==> src/sv/iol_pkg.sv <==
`default_nettype none

package iol_pkg;

    localparam int DEPTH      = 64;
    localparam int DATA_WIDTH = 32;
    localparam int AW         = $clog2(DEPTH);
    localparam int CW         = $clog2(DEPTH + 1);
    localparam int POS_W      = 7;
    localparam int VAL_W      = 32;
    localparam int CMP_W      = (CW > POS_W) ? CW : POS_W;

    typedef enum logic [2:0] {
        F_PUSH_FRONT = 3'd0,
        F_PUSH_BACK  = 3'd1,
        F_POP_FRONT  = 3'd2,
        F_POP_BACK   = 3'd3,
        F_INSERT     = 3'd4,
        F_REMOVE     = 3'd5,
        F_FIND       = 3'd6,
        F_QUERY      = 3'd7
    } t_func;

    typedef enum logic [3:0] {
        S_IDLE,
        S_SHIFT_RD,
        S_SHIFT_WR,
        S_PUT,
        S_SCAN_INIT,
        S_SCAN_RD,
        S_SCAN_CHK,
        S_OUT
    } t_state;

    typedef struct packed {
        logic clear;
        logic check;
        logic last;
    } t_scan_ctl;

    typedef struct packed {
        logic                  hit;
        logic [AW-1:0]         found;
        logic [DATA_WIDTH-1:0] front;
        logic [DATA_WIDTH-1:0] back;
    } t_scan_res;

endpackage

`default_nettype wire

==> src/sv/iol_cmd_if.sv <==
`default_nettype none

interface iol_cmd_if;
    import iol_pkg::*;

    logic               valid;
    logic               ready;
    t_func              func;
    logic [POS_W-1:0]   position;
    logic [VAL_W-1:0]   value;

    modport source (output valid, output func, output position, output value, input ready);
    modport sink   (input valid, input func, input position, input value, output ready);
endinterface

`default_nettype wire

==> src/sv/iol_rsp_if.sv <==
`default_nettype none

interface iol_rsp_if;
    import iol_pkg::*;

    logic               valid;
    logic               ready;
    logic               ok;
    logic [POS_W-1:0]   found_index;
    logic [VAL_W-1:0]   front_value;
    logic [VAL_W-1:0]   back_value;
    logic [POS_W-1:0]   entry_count;
    logic               is_empty;

    modport source (
        output valid, output ok, output found_index, output front_value,
        output back_value, output entry_count, output is_empty, input ready
    );
    modport sink (
        input valid, input ok, input found_index, input front_value,
        input back_value, input entry_count, input is_empty, output ready
    );
endinterface

`default_nettype wire

==> src/sv/iol_scan.sv <==
`default_nettype none

module iol_scan (
    input  logic                            i_clk,
    input  logic                            i_rst_n,
    input  iol_pkg::t_scan_ctl              i_ctl,
    input  logic [iol_pkg::AW-1:0]          i_idx,
    input  logic [iol_pkg::DATA_WIDTH-1:0]  i_key,
    input  logic [iol_pkg::DATA_WIDTH-1:0]  i_data,
    output iol_pkg::t_scan_res              o_res
);
    import iol_pkg::*;

    logic                  r_hit;
    logic [AW-1:0]         r_found;
    logic [DATA_WIDTH-1:0] r_front;
    logic [DATA_WIDTH-1:0] r_back;
    logic                  match;

    assign match = i_ctl.check && (i_data == i_key);

    always_ff @(posedge i_clk) begin
        if (!i_rst_n) begin
            r_hit <= 1'b0;
        end else if (i_ctl.clear) begin
            r_hit <= 1'b0;
        end else if (match) begin
            r_hit <= 1'b1;
        end
    end

    always_ff @(posedge i_clk) begin
        if (match && !r_hit) begin
            r_found <= i_idx;
        end
        if (i_ctl.check && (i_idx == '0)) begin
            r_front <= i_data;
        end
        if (i_ctl.check && i_ctl.last) begin
            r_back <= i_data;
        end
    end

    assign o_res.hit   = r_hit;
    assign o_res.found = r_found;
    assign o_res.front = r_front;
    assign o_res.back  = r_back;
endmodule

`default_nettype wire

==> src/sv/indexed_ordered_list.sv <==
// Ordered list of up to 64 values of 32 bits, front at index 0.
// Command channel i_cmd carries func, position and value; one response on
// o_rsp follows every command and reports ok, found_index, front_value,
// back_value, entry_count and is_empty for the list after the command.
// One command is in the block at a time: i_cmd.ready is high only while the
// block is idle, and it drops from the transfer until the response transfer.
// From command transfer to response valid, a command passes through:
//   a read then a write per entry moved by an insert or remove (S_SHIFT_RD
//   then S_SHIFT_WR, since the entry store read is registered), then the
//   insert write in S_PUT, then S_SCAN_INIT and a read and a check of each
//   stored entry for the search scan, which also picks up front and back.
// The longest command is an insert at the front of a list of 63. A query
// on an empty list goes from S_SCAN_INIT straight to S_OUT. The next command
// can be taken in the cycle after the response transfer.
// The shared read port of the entry store serves both the shifts and the scan.
// The response is held in place until o_rsp.ready; no new command is taken
// meanwhile. Reset empties the list; stored values are not cleared and are
// never used beyond the entry count.
`default_nettype none

module indexed_ordered_list (
    input  logic          i_clk,
    input  logic          i_rst_n,
    iol_cmd_if.sink       i_cmd,
    iol_rsp_if.source     o_rsp
);
    import iol_pkg::*;

    t_state                r_state, n_state;
    logic [CW-1:0]         r_cnt, n_cnt;
    logic [AW-1:0]         r_idx, n_idx;
    logic [AW-1:0]         r_pos, n_pos;
    logic                  r_ins, n_ins;
    logic                  r_ok, n_ok;
    t_func                 r_func, n_func;
    logic [DATA_WIDTH-1:0] r_val, n_val;

    logic [DATA_WIDTH-1:0] r_mem [DEPTH];
    logic [DATA_WIDTH-1:0] r_rd_data;
    logic [AW-1:0]         rd_addr;
    logic                  mem_we;
    logic [AW-1:0]         mem_wa;
    logic [DATA_WIDTH-1:0] mem_wd;

    t_scan_ctl             scan_ctl;
    t_scan_res             scan_res;

    logic                  cmd_ready;
    logic                  rsp_valid;
    logic                  is_ins;
    logic                  is_rem;
    logic [CMP_W-1:0]      pos_c;
    logic [CMP_W-1:0]      cnt_c;
    logic [CMP_W-1:0]      ins_pos_c;
    logic [CMP_W-1:0]      rem_pos_c;
    logic [AW-1:0]         step_idx;

    assign is_ins = i_cmd.func inside {F_PUSH_FRONT, F_PUSH_BACK, F_INSERT};
    assign is_rem = i_cmd.func inside {F_POP_FRONT, F_POP_BACK, F_REMOVE};
    assign pos_c  = CMP_W'(i_cmd.position);
    assign cnt_c  = CMP_W'(r_cnt);

    always_comb begin
        case (i_cmd.func)
            F_PUSH_FRONT: ins_pos_c = '0;
            F_INSERT:     ins_pos_c = (pos_c < cnt_c) ? pos_c : cnt_c;
            default:      ins_pos_c = cnt_c;
        endcase
        case (i_cmd.func)
            F_POP_FRONT:  rem_pos_c = '0;
            F_POP_BACK:   rem_pos_c = cnt_c - CMP_W'(1);
            default:      rem_pos_c = pos_c;
        endcase
    end

    assign step_idx = r_ins ? (r_idx - AW'(1)) : (r_idx + AW'(1));

    always_ff @(posedge i_clk) begin
        if (!i_rst_n) begin
            r_state <= S_IDLE;
            r_cnt   <= '0;
        end else begin
            r_state <= n_state;
            r_cnt   <= n_cnt;
        end
    end

    always_ff @(posedge i_clk) begin
        r_idx  <= n_idx;
        r_pos  <= n_pos;
        r_ins  <= n_ins;
        r_ok   <= n_ok;
        r_func <= n_func;
        r_val  <= n_val;
    end

    always_ff @(posedge i_clk) begin
        if (mem_we) begin
            r_mem[mem_wa] <= mem_wd;
        end
        r_rd_data <= r_mem[rd_addr];
    end

    always_comb begin
        n_state   = r_state;
        n_cnt     = r_cnt;
        n_idx     = r_idx;
        n_pos     = r_pos;
        n_ins     = r_ins;
        n_ok      = r_ok;
        n_func    = r_func;
        n_val     = r_val;
        rd_addr   = r_idx;
        mem_we    = 1'b0;
        mem_wa    = r_idx;
        mem_wd    = r_rd_data;
        scan_ctl  = '0;
        cmd_ready = 1'b0;
        rsp_valid = 1'b0;

        case (r_state)
            S_IDLE: begin
                cmd_ready = 1'b1;
                if (i_cmd.valid) begin
                    n_func  = i_cmd.func;
                    n_val   = i_cmd.value[DATA_WIDTH-1:0];
                    n_ok    = 1'b1;
                    n_state = S_SCAN_INIT;
                    if (is_ins) begin
                        n_ins = 1'b1;
                        if (r_cnt == CW'(DEPTH)) begin
                            n_ok = 1'b0;
                        end else begin
                            n_cnt   = r_cnt + CW'(1);
                            n_idx   = r_cnt[AW-1:0];
                            n_pos   = ins_pos_c[AW-1:0];
                            n_state = (cnt_c > ins_pos_c) ? S_SHIFT_RD : S_PUT;
                        end
                    end else if (is_rem) begin
                        n_ins = 1'b0;
                        if (rem_pos_c < cnt_c) begin
                            n_cnt = r_cnt - CW'(1);
                            n_idx = rem_pos_c[AW-1:0];
                            n_pos = rem_pos_c[AW-1:0];
                            if (rem_pos_c + CMP_W'(1) < cnt_c) begin
                                n_state = S_SHIFT_RD;
                            end
                        end else begin
                            n_ok = 1'b0;
                        end
                    end
                end
            end
            S_SHIFT_RD: begin
                rd_addr = step_idx;
                n_state = S_SHIFT_WR;
            end
            S_SHIFT_WR: begin
                mem_we = 1'b1;
                n_idx  = step_idx;
                if (r_ins) begin
                    n_state = (step_idx > r_pos) ? S_SHIFT_RD : S_PUT;
                end else begin
                    n_state = (CW'(step_idx) < r_cnt) ? S_SHIFT_RD : S_SCAN_INIT;
                end
            end
            S_PUT: begin
                mem_we  = 1'b1;
                mem_wa  = r_pos;
                mem_wd  = r_val;
                n_state = S_SCAN_INIT;
            end
            S_SCAN_INIT: begin
                scan_ctl.clear = 1'b1;
                n_idx          = '0;
                n_state        = (r_cnt == '0) ? S_OUT : S_SCAN_RD;
            end
            S_SCAN_RD: begin
                n_state = S_SCAN_CHK;
            end
            S_SCAN_CHK: begin
                scan_ctl.check = 1'b1;
                scan_ctl.last  = (CW'(r_idx) == (r_cnt - CW'(1)));
                if (scan_ctl.last) begin
                    n_state = S_OUT;
                end else begin
                    n_idx   = r_idx + AW'(1);
                    n_state = S_SCAN_RD;
                end
            end
            S_OUT: begin
                rsp_valid = 1'b1;
                if (o_rsp.ready) begin
                    n_state = S_IDLE;
                end
            end
            default: begin
                n_state = S_IDLE;
            end
        endcase
    end

    iol_scan u_scan (
        .i_clk   (i_clk),
        .i_rst_n (i_rst_n),
        .i_ctl   (scan_ctl),
        .i_idx   (r_idx),
        .i_key   (r_val),
        .i_data  (r_rd_data),
        .o_res   (scan_res)
    );

    assign i_cmd.ready       = cmd_ready;
    assign o_rsp.valid       = rsp_valid;
    assign o_rsp.ok          = (r_func == F_FIND) ? scan_res.hit : r_ok;
    assign o_rsp.found_index = scan_res.hit ? POS_W'(scan_res.found) : POS_W'(r_cnt);
    assign o_rsp.front_value = (r_cnt == '0) ? '0 : VAL_W'(scan_res.front);
    assign o_rsp.back_value  = (r_cnt == '0) ? '0 : VAL_W'(scan_res.back);
    assign o_rsp.entry_count = POS_W'(r_cnt);
    assign o_rsp.is_empty    = (r_cnt == '0);

    a_cnt_bound: assert property (@(posedge i_clk) disable iff (!i_rst_n)
        r_cnt <= CW'(DEPTH))
        else $error("entry count beyond depth");

    a_one_in_flight: assert property (@(posedge i_clk) disable iff (!i_rst_n)
        o_rsp.valid |-> !i_cmd.ready)
        else $error("command taken while a response is pending");

    a_query_keeps_cnt: assert property (@(posedge i_clk) disable iff (!i_rst_n)
        (i_cmd.valid && i_cmd.ready && (i_cmd.func == F_QUERY)) |=> r_cnt == $past(r_cnt))
        else $error("query changed the entry count");

    a_found_in_range: assert property (@(posedge i_clk) disable iff (!i_rst_n)
        (o_rsp.valid && (o_rsp.found_index != o_rsp.entry_count))
            |-> (o_rsp.found_index < o_rsp.entry_count))
        else $error("found index outside the list");

endmodule

`default_nettype wire
==> src/flat_wrapper.sv <==
// flat-port wrapper written by rule: the top's interface ports become plain ports
module indexed_ordered_list_flat import iol_pkg::*;
  (i_clk, i_rst_n, i_cmd_valid, i_cmd_func, i_cmd_position, i_cmd_value, i_cmd_ready, o_rsp_valid, o_rsp_ok, o_rsp_found_index, o_rsp_front_value, o_rsp_back_value, o_rsp_entry_count, o_rsp_is_empty, o_rsp_ready);
  iol_cmd_if i_cmd_i ();
  iol_rsp_if o_rsp_i ();
  input  logic i_clk;
  input  logic i_rst_n;
  input wire logic [$bits(i_cmd_i.valid)-1:0] i_cmd_valid;
  input wire logic [$bits(i_cmd_i.func)-1:0] i_cmd_func;
  input wire logic [$bits(i_cmd_i.position)-1:0] i_cmd_position;
  input wire logic [$bits(i_cmd_i.value)-1:0] i_cmd_value;
  output wire logic [$bits(i_cmd_i.ready)-1:0] i_cmd_ready;
  output wire logic [$bits(o_rsp_i.valid)-1:0] o_rsp_valid;
  output wire logic [$bits(o_rsp_i.ok)-1:0] o_rsp_ok;
  output wire logic [$bits(o_rsp_i.found_index)-1:0] o_rsp_found_index;
  output wire logic [$bits(o_rsp_i.front_value)-1:0] o_rsp_front_value;
  output wire logic [$bits(o_rsp_i.back_value)-1:0] o_rsp_back_value;
  output wire logic [$bits(o_rsp_i.entry_count)-1:0] o_rsp_entry_count;
  output wire logic [$bits(o_rsp_i.is_empty)-1:0] o_rsp_is_empty;
  input wire logic [$bits(o_rsp_i.ready)-1:0] o_rsp_ready;
  assign i_cmd_i.valid = i_cmd_valid;
  assign i_cmd_i.func = i_cmd_func;
  assign i_cmd_i.position = i_cmd_position;
  assign i_cmd_i.value = i_cmd_value;
  assign i_cmd_ready = i_cmd_i.ready;
  assign o_rsp_valid = o_rsp_i.valid;
  assign o_rsp_ok = o_rsp_i.ok;
  assign o_rsp_found_index = o_rsp_i.found_index;
  assign o_rsp_front_value = o_rsp_i.front_value;
  assign o_rsp_back_value = o_rsp_i.back_value;
  assign o_rsp_entry_count = o_rsp_i.entry_count;
  assign o_rsp_is_empty = o_rsp_i.is_empty;
  assign o_rsp_i.ready = o_rsp_ready;
  indexed_ordered_list u_core (.i_clk(i_clk), .i_rst_n(i_rst_n), .i_cmd(i_cmd_i), .o_rsp(o_rsp_i));
endmodule
==> config.mk <==
export PLATFORM = sky130hd
export DESIGN_NAME = indexed_ordered_list_flat
export DESIGN_NICKNAME = d
export VERILOG_FILES = /design/src/sv/iol_pkg.sv /design/src/sv/iol_cmd_if.sv /design/src/sv/iol_rsp_if.sv /design/src/sv/iol_scan.sv /design/src/sv/indexed_ordered_list.sv /design/src/flat_wrapper.sv
export SDC_FILE = /design/constraint.sdc
export NUM_CORES = 2
export LEC_CHECK = 0
export BUFFER_PORTS_ARGS = -buffer_cell sky130_fd_sc_hd__buf_2
export CORE_UTILIZATION = 50
export CTS_CLUSTER_DIAMETER = 150
export DETAILED_ROUTE_END_ITERATION = 10
export GPL_TIMING_DRIVEN = 0
export PLACE_DENSITY = 0.66
export SLEW_MARGIN = 20
export SYNTH_ARGS = -nofsm -noshare
export SYNTH_HDL_FRONTEND = slang
export SYNTH_HIERARCHICAL = 1
export SYNTH_SLANG_ARGS = --single-unit
==> constraint.sdc <==
create_clock -name i_clk -period 7 [get_ports i_clk]
set_input_delay 1.4 -clock i_clk [delete_from_list [all_inputs] [get_ports i_clk]]
set_output_delay 1.4 -clock i_clk [all_outputs]
set_load 0.02 [all_outputs]
==> flow_metrics.tcl <==
set metrics [dict create \
    status "complete, no violations" \
    start_util_pct 50.4 \
    numPortBuffers 127 \
    num_io_pins 128 \
    cts-root-buf "clkbuf_16" \
    rows 151 \
    vias_per_cell 6.50 \
    rr_startpoint "u_core/r_idx[0]" \
    hold_viol_final 0 \
    p_leak_nw 31.9 \
    drt.antenna.violating_nets 0 \
    clock-sinks 2210 \
    antenna_found_initial 28 \
    die-area_um2 172000 \
    synth_largest_area_cell "edfxtp_1" \
    grt_max_degree 65 \
    worst-r2r-setup-slack_ps 1400 \
    dpl.hpwl_um 186000 \
    hold_class "reg -> reg" \
    cts_tree "done" \
    syn_avg_cell_area_um2 14.8 \
    nets 6335 \
    vias 56300 \
    ys_warn_count 6 \
    drive_gt1_share_pct 13.3 \
    ctsResizeCount 0 \
    reg2reg_depth 12 \
    postCtsSetupRepairBufs 0 \
    critPathArrivalTime_ps 4260 \
    grt_overflow 0 \
    clockBufferDepth 3 \
    postSynthNetCount 5878 \
    fin_crit_ps 5660 \
    cp_slowest_cell "clkbuf_1" \
    crit_fanout 10 \
    final_cell_mix "2167 x edfxtp_1, 1216 x nand2_1, 516 x o22ai_1" \
    cp_top_family "buffers and inverters" \
    hold_ws_ps 514 \
    slowest_delay_ps 850 \
    grt_pass1_wl_um 378000 \
    postRouteWirelength_um 270000 \
    grt_pass1_vias 53200 \
    whs_path_depth 0 \
    postCtsHoldBufs 0 \
    synth_edf_count 2167 \
    async_flop_share_pct 0 \
    synth.area.top_cells "edfxtp_1 76%, nand2_1 5.3%, o22ai_1 3.8%" \
    min_to "u_core/u_scan/r_back[14]" \
    syn-instance-count 5789 \
    place_congestion 0.936 \
    finClkSkew_ps 50.6 \
    htree_levels 4 \
    areaGrowthSynthToFinish_pct 16.0 \
    grt_util_all_layers_pct 30.7 \
    critPathLaunchType "flip-flop" \
    rsz0062_at_grt "no" \
    ys_seq_area_share_pct 77.2 \
    tns_ps 0 \
    crit_buf_inv 5 \
    die_h_um 415 \
    synthFlopType "edfxtp_1" \
    first_pass_iters 6 \
    min_from "u_core/r_rd_data[14]" \
    clk_pin_slew_ps 60 \
    p_per_area_nw_per_um2 505 \
    tightestPinTransition_ps 1260 \
    numCtsBuffers 212 \
    fmax_mhz 177 \
    worstSetupEndpointType "primary output" \
    ys_types 74 \
    clock_latency_ps 870 \
    yosysTopAreaCellShare_pct 76.2 \
    route.detailed.drc 0 \
    syn_area_um2 85400 \
    final_common_cell "edfxtp_1" \
    slew_violations 0 \
    path_cells "clkbuf_1 -> inv_1 -> ha_1 -> and4_1 -> and2_1 -> clkbuf_1 -> clkbuf_1 -> nor2b_1 -> buf_2" \
    period_share_pct 80.9 \
    cp_data_required_time_ps 5600 \
    synth-seq-cells 2210 \
    wl_per_cell_um 31.1 \
    setup_violations 0 \
    core_area_um2 169000 \
    slew_headroom_pct 15.1 \
    drtIter0Drc 8528 \
    crit_path_frequent_cell "clkbuf_1" \
    maxCapViolations 0 \
    r2r_end "u_core/r_rd_data[2]" \
    critPathKind "reg -> out" \
    dieWidth_um 415 \
    peakVddDrop_mv 0.330 \
]
[power by group]
part | switching, mW | internal, mW | total, mW
Sequential | 0.368 | 17.0 | 17.4
Clock | 4.96 | 6.62 | 11.6
Combinational | 15.9 | 5.16 | 21.1
Total | 21.2 | 28.8 | 50.0
[cell usage after synthesis, types with 28 or more instances]
| master | number |
|---|---|
| ha_1 | 43 |
| buf_2 | 135 |
| a22oi_1 | 34 |
| nor3_1 | 135 |
| a311oi_1 | 266 |
| inv_1 | 28 |
| xnor2_1 | 45 |
| nand2_1 | 1216 |
| clkbuf_1 | 218 |
| nor4_1 | 43 |
| mux2_2 | 33 |
| dfxtp_1 | 43 |
| a31oi_1 | 256 |
| o22ai_1 | 516 |
| buf_1 | 29 |
| edfxtp_1 | 2167 |
| nor2_1 | 97 |
| nor2b_1 | 71 |
| nand4_1 | 43 |
| and3_1 | 35 |
| a21oi_1 | 78 |
| nand3_1 | 74 |
[worst max path at each step]
stage                                startpoint               endpoint  cells after the start
global route        u_core/o_rsp.entry_count[0]  o_rsp_front_value[24]                      9
CTS                 u_core/o_rsp.entry_count[0]  o_rsp_front_value[25]                      9
floorplan                     i_cmd_position[1]      u_core/r_state[1]                     15
detailed placement              u_core/r_idx[0]    u_core/r_rd_data[2]                     14
finish              u_core/o_rsp.entry_count[0]  o_rsp_front_value[28]                      9
global placement                u_core/r_idx[0]   u_core/r_rd_data[17]                     12
[per-stage QoR]
| stage | area [µm²] | instances | utilization, % | worst slack [ps] | power, mW |
|---|---|---|---|---|---|
| floorplan | 85400 | 5789 | - | 2990 | 28.0 |
| global placement | 88800 | 8134 | 52.4 | 1010 | 36.9 |
| detailed placement | 92000 | 8250 | 54.3 | 1520 | 37.9 |
| CTS | 99000 | 8646 | 58.4 | 1310 | 49.4 |
| global route | 99100 | 8655 | 58.5 | 1230 | 51.2 |
| finish | 99100 | 8660 | 58.5 | 1340 | 50.0 |
[state kept, by name (all words and copies together), names as in the netlist]
| register | count |
|---|---|
| u_core/r_mem | 2048 |
| u_core/r_rd_data | 32 |
| u_core/r_val | 32 |
| u_core/u_scan/r_back | 32 |
| u_core/u_scan/r_front | 32 |
| u_core/o_rsp.entry_count | 7 |
| u_core/r_idx | 6 |
| u_core/r_pos | 6 |
| u_core/u_scan/r_found | 6 |
| u_core/r_func | 3 |
| u_core/r_state | 3 |
| u_core/r_ins | 1 |
| u_core/r_ok | 1 |
| u_core/u_scan/r_hit | 1 |
[logic make-up (layout without fill, tap and decap cells)]
kind of cell             count (synthesis)  in the layout  synth area share, %
flip-flops                            2210           2210                 77.2
AND/OR/NAND/NOR                       1754           1754                 8.79
AO/OA/AOI/OAI                         1256           1256                 10.1
buffers and inverters                  426           1065                 2.13
XOR/XNOR                                62             62                0.684
adder cells (fa/ha/maj)                 43             43                0.630
multiplexers                            38             38                0.507
other                                    0             14                    0
[final cells by class]
type / count / area (µm²)
Timing Repair Buffer: 243 / 3020
Inverter: 31 / 116
Antenna cell: 14 / 35.0
Clock inverter: 139 / 1490
Buffer: 395 / 1700
Sequential cell: 2210 / 65900
Multi-Input combinational cell: 3153 / 18500
Clock buffer: 257 / 5560
Fill cell: 12700 / 70400
Tap cell: 2218 / 2780
[metal layers]
metal	GRT usage (%)	vias to the layer above	wire length [µm]
met3	7.59	604	35800
met1	41.9	28100	98400
li1	-	23600	-
met2	46.1	3920	121000
met4	15.4	12	14500
met5	0	-	71
(Power assumes the default switching activity.)
